$ cat config.mk
export PLATFORM = sky130hd
export DESIGN_NAME = afrb_out_fifo
export DESIGN_NICKNAME = d
export VERILOG_FILES = /design/src/hdl/afrb_pkg.sv /design/src/hdl/afrb_out_fifo.sv
export SDC_FILE = /design/constraint.sdc
export NUM_CORES = 1
export LEC_CHECK = 0
export BUFFER_PORTS_ARGS = -buffer_cell sky130_fd_sc_hd__buf_4
export CAP_MARGIN = 20
export CORE_ASPECT_RATIO = 1.4
export CORE_UTILIZATION = 52
export DETAILED_ROUTE_END_ITERATION = 8
export PLACE_DENSITY = 0.76
export SYNTH_ARGS = -nofsm -noshare
export SYNTH_HDL_FRONTEND = slang
export SYNTH_SLANG_ARGS = --single-unit
$ cat constraint.sdc
create_clock -name aclk -period 11.6 [get_ports aclk]
set_input_delay 1.16 -clock aclk [delete_from_list [all_inputs] [get_ports aclk]]
set_output_delay 1.16 -clock aclk [all_outputs]
set_load 0.1 [all_outputs]
$ cat src/hdl/afrb_pkg.sv
// Shared types and constants for the audio frame ring buffer.
// Depends on nothing; every other file of the block but afrb_ram imports it.
`default_nettype none

package afrb_pkg;

    // Item opcodes
    typedef enum logic [1:0] {
        OP_WRITE = 2'd0,
        OP_READ  = 2'd1,
        OP_FLUSH = 2'd2
    } opcode_t;

    // Configuration register indexes
    localparam int CFG_IDX_W    = 1;
    localparam logic [CFG_IDX_W-1:0] REG_CHANNELS = 1'b0;
    localparam logic [CFG_IDX_W-1:0] REG_FRAMES   = 1'b1;

    // Field widths
    localparam int SAMPLE_W     = 32;
    localparam int CFG_CH_W     = 4;
    localparam int CFG_FRAMES_W = 11;
    localparam int CFG_DATA_W   = 11;
    localparam int FILL_W       = 11;

    // Reset values of the configuration registers
    localparam logic [CFG_CH_W-1:0]     CHANNELS_RESET = 4'd2;
    localparam logic [CFG_FRAMES_W-1:0] FRAMES_RESET   = 11'd1024;

    // Result queue depth: covers the read stage plus a waiting and a fresh result
    localparam int OUT_DEPTH = 3;
    localparam int OUT_PTR_W = $clog2(OUT_DEPTH);
    localparam int OUT_LVL_W = $clog2(OUT_DEPTH + 1);

    typedef struct packed {
        opcode_t               opcode;
        logic [SAMPLE_W-1:0]   sample;
        logic                  last_of_batch;
        logic                  writer_streaming;
        logic                  reader_streaming;
    } in_item_t;

    typedef struct packed {
        logic [SAMPLE_W-1:0]   sample_out;
        logic                  read_served;
        logic                  underrun;
        logic                  overrun_drop;
        logic [FILL_W-1:0]     fill_frames;
        logic                  last;
    } out_item_t;

endpackage

`default_nettype wire

$ cat src/hdl/afrb_out_fifo.sv
// Small result queue in front of the result channel.
// Depends on afrb_pkg for the result type and queue depth.
`default_nettype none

module afrb_out_fifo
    import afrb_pkg::*;
(
    input  wire logic                 aclk,
    input  wire logic                 aresetn,
    input  wire logic                 push_valid,
    input  wire out_item_t            push_data,
    input  wire logic                 pop_ready,
    output logic                      pop_valid,
    output out_item_t                 pop_data,
    output logic [OUT_LVL_W-1:0]      level
);

    out_item_t              q_reg [OUT_DEPTH];
    logic [OUT_PTR_W-1:0]   head_reg, head_next;
    logic [OUT_PTR_W-1:0]   tail_reg, tail_next;
    logic [OUT_LVL_W-1:0]   level_reg, level_next;
    logic                   pop;

    assign pop       = pop_ready && (level_reg != '0);
    assign pop_valid = (level_reg != '0);
    assign pop_data  = q_reg[head_reg];
    assign level     = level_reg;

    // Advance pointers and occupancy
    always_comb begin
        head_next  = head_reg;
        tail_next  = tail_reg;
        level_next = level_reg;
        if (pop) begin
            head_next = (head_reg == OUT_PTR_W'(OUT_DEPTH - 1)) ? '0 : head_reg + 1'b1;
        end
        if (push_valid) begin
            tail_next = (tail_reg == OUT_PTR_W'(OUT_DEPTH - 1)) ? '0 : tail_reg + 1'b1;
        end
        if (push_valid && !pop) begin
            level_next = level_reg + 1'b1;
        end else if (!push_valid && pop) begin
            level_next = level_reg - 1'b1;
        end
    end

    always_ff @(posedge aclk) begin
        if (!aresetn) begin
            head_reg  <= '0;
            tail_reg  <= '0;
            level_reg <= '0;
        end else begin
            head_reg  <= head_next;
            tail_reg  <= tail_next;
            level_reg <= level_next;
        end
    end

    // Store pushed results
    always_ff @(posedge aclk) begin
        if (push_valid) begin
            q_reg[tail_reg] <= push_data;
        end
    end

endmodule

`default_nettype wire

Word level (Yosys, flattened, before mapping):

Memory sizes are Yosys's and may differ from the RTL's. A register that Yosys moved wholly into a read port is not among the register bits.
Cells that the tools add are included.

* register bits: 6
* bits in latches: 0
* RAM bits: 141
* memory bits (read-only): 0
* input bits: 51
* output and inout bits: 50
* logic and storage cells: 25
* memories: 1

Memory list
* q_reg: words 3, bits a word 47, read ports 1, clocked after Yosys merged registers in 1, write ports 1, RTL line afrb_out_fifo.sv:18 `out_item_t q_reg [OUT_DEPTH];`

* add/subtract/negate cells: 4
* multipliers: 0
* div/mod/pow operators: 0
* order comparisons: 0
* eq/ne operators: 2
* shift operators: 0
* muxes and demuxes: 8
* bitwise operators: 0
* reduce and logical (&&, ||, !) cells: 7

Operators with widths (count)
* $mux 2: 6
* $add 2x1->2 const B: 3
* $eq 2x2->1 const B: 2
* $reduce_bool 2->1: 2
* $logic_and 1x1->1: 3
* $logic_not 1->1: 2
* $mux 1: 2
* $sub 2x1->2 const B: 1

Depth between registers and ports, before layout:

* word-level depth: 5
* depth in mapped cells: 5
* depth with buffers taken out: 5

Worst setup path after synthesis:

Ideal clock, no wire load.

* path kind: input port to flip-flop
* start: input port push_valid
* end: memory q_reg[0][0] (netlist name), enable pin
* setup time: 0.522 ns
* data arrival time: 4.641 ns
* data required time: 11.078 ns
* slack: 6.437 ns
* stages on the path: 1
* path buffers: 0
* path through: nor3b_1

* longest elaborated chain between the ends: 2

Ends and longest elaborated chain
* from (decl): RTL line afrb_out_fifo.sv:10 `input wire logic push_valid,`
* $mux 1: RTL line afrb_out_fifo.sv:61 `if (push_valid) begin`
* $mux 1 (implied by the code): RTL line afrb_out_fifo.sv:62 `q_reg[tail_reg] <= push_data;`
* to (decl): RTL line afrb_out_fifo.sv:18

No other way between the ends.

==> metrics.yaml <==
portBuffers: 100
core_mm2: 0.0103
syn-num-nets: 380
required_ps: 10440
combPwrFrac: 0.356
tritoncts: "yes"
antenna_found_initial: 0
syn_avg_cell_area_um2: 16.8
die-area_mm2: 0.0110
cap_violations: 0
cts_root_buf: "clkbuf_16"
period_minus_slack_ps: 3250
finalHoldViolCount: 0
ant_nets: 0
netlist_top_cells_area: "edfxtp_1 77%, mux2i_1 8.5%, o21ai_1 4.3%"
cts_setup_buffers: 0
clk_pin_slew_worst_paths_ps: 60
die_y_um: 124
track_usage: 0.181
criticalPathCategory: "reg -> out"
worst-slew-pin-transition_ps: 909
p_seq_frac: 0.355
worst_slack_ps: 8350
irDropWorstVdd_mv: 0.264
largest_reg_flops: 141
area_growth_pct: 26.6
htree_levels: 4
dpl.hpwl_um: 5630
setup_viol: 0
async_reset_ff_frac: 0
tns_ps: 0
dp_slack_ps: 8750
yosys.area.top_type_share: 0.767
cts_buffers: 17
synth_cell_types: 25
first_iter_violations: 171
rsz0062_at_grt: "no"
synth-edff-count: 141
grt_pass1_wl_um: 14200
synth-seq-cells: 149
critical_path.max_fanout: 47
first_pass_iters: 4
drc_errors: 0
syn-cell-area_mm2: 0.00552
worst_hold_slack_ps: 494
relSlewSlack: 0.394
synth_warnings: 0
end_kind: "primary output"
ioPinCount: 101
worstPathCellList: "buf_4 > mux2i_1 > o21ai_1 > buf_4"
seq_area_frac_synth: 0.796
p_switching_mw: 0.718
grt_pass1_vias: 3064
clockPowerShare: 0.288
cp_slowest_stage_delay_ps: 650
cp-start-kind: "flip-flop"
synth_top_area_cell: "edfxtp_1"
clock-sinks: 149
cts_hold_buf: 0
drt-vias-per-instance: 5.12
grt.overflow.total: 0
synth_common_cells: "141 x edfxtp_1, 50 x nand2_1, 47 x mux2i_1, 47 x o21ai_1, 8 x dfxtp_1"
status: "finished clean"
routed-via-count: 3007
slew_violations: 0
power_mw: 1.81
drive_gt1_frac: 0.310
p_leak_nw: 2.43
post-route-period-util: 0.280
cts.path.max_buffers: 2
grt_max_degree: 95
wire_per_inst_um: 16.4
synth_flop_cell: "edfxtp_1"
cpMostUsedCell: "buf_4"
fmax_mhz: 308
worstHoldPathType: "reg -> reg"
worstPathArrival_ps: 2090
worst_clock_skew_ps: 8.02
power-per-cell-area_mw_per_mm2: 258
final_nets: 488
gp_congestion: 0.713
rows: 44
syn-instance-count: 328
clock_latency_ps: 400
diodes: 0
start_util: 0.533
cts-resized-gates: 0
cpMaxStageDelayCell: "buf_4"
synth.most_common_cell: "edfxtp_1"
final_core_utilization: 0.675
p_sw_frac: 0.398
wl_um: 9600
die_w_um: 89.1
internal_power_mw: 1.09
layout make-up:
type	instances	area, µm²
multi-input combinational	164	1050
fill	743	3360
tap	138	173
clock buffer	25	515
timing repair buffer	104	781
sequential	149	4400
clock inverter	7	67.6
logic make-up (layout without fill, tap and decap cells):
| family | count (synthesis) | in the layout | share of synthesized area |
|---|---|---|---|
| AOI/OAI and AO/OA | 54 | 54 | 0.0519 |
| xor gates and xnor gates | 2 | 2 | 0.00317 |
| adders and majority gates | 1 | 1 | 0.00227 |
| buffers and inverters | 15 | 136 | 0.0154 |
| DFF | 149 | 149 | 0.796 |
| muxes | 47 | 47 | 0.0852 |
| and+or+nand+nor | 60 | 60 | 0.0460 |
path summary, 6_finish.rpt:
| kind | from | endpoint | slack [ps] | cells after the start |
|---|---|---|---|---|
| setup reg to reg | tail_reg[0] | q_reg[1][4] | 9830 | 2 |
| hold reg to reg | head_reg[0] | flip-flop | 490 | 2 |
| hold / removal | head_reg[0] | flip-flop | 490 | 2 |
| setup / recovery | flip-flop | pop_data[18] | 8350 | 4 |
layer usage:
metal	part of all wire	GRT usage
met5	0	0
met4	0.015	0.0952
met3	0.047	0.0537
met2	0.53	0.312
met1	0.40	0.201
layout by cell type (no fill, tap or decap), types with 2 or more instances in the layout:
cell type / instances
nand2_1: 50
edfxtp_1: 141
clkbuf_8: 6
dfxtp_1: 6
mux2i_1: 47
a21boi_1: 3
clkinvlp_4: 2
clkinv_2: 2
o21a_1: 2
clkbuf_16: 17
nor2b_1: 2
o21ai_1: 47
buf_4: 104
clkbuf_1: 2
or3_1: 2
metrics by stage:
step	instance area (µm²)	instances
CTS	6990	587
global route	6990	587
global placement	6410	555
finish	6990	587
detailed placement	6410	555
floorplan	5520	328
critical path, delay by kind of cell, from the launching register on:
kind | cells | cell delay (ps)
compound gates | 1 | 230
buf+inv | 2 | 980
flops | 1 | 310
mux | 1 | 160
power by group through the flow:
stage	clock, mW	sequential, mW	combinational, mW
floorplan	0	0.667	0.508
global placement	0	0.650	0.641
detailed placement	0	0.652	0.647
CTS	0.529	0.642	0.648
global route	0.551	0.645	0.667
finish	0.521	0.641	0.643
Note: power is estimated with default switching activity, not from simulation.
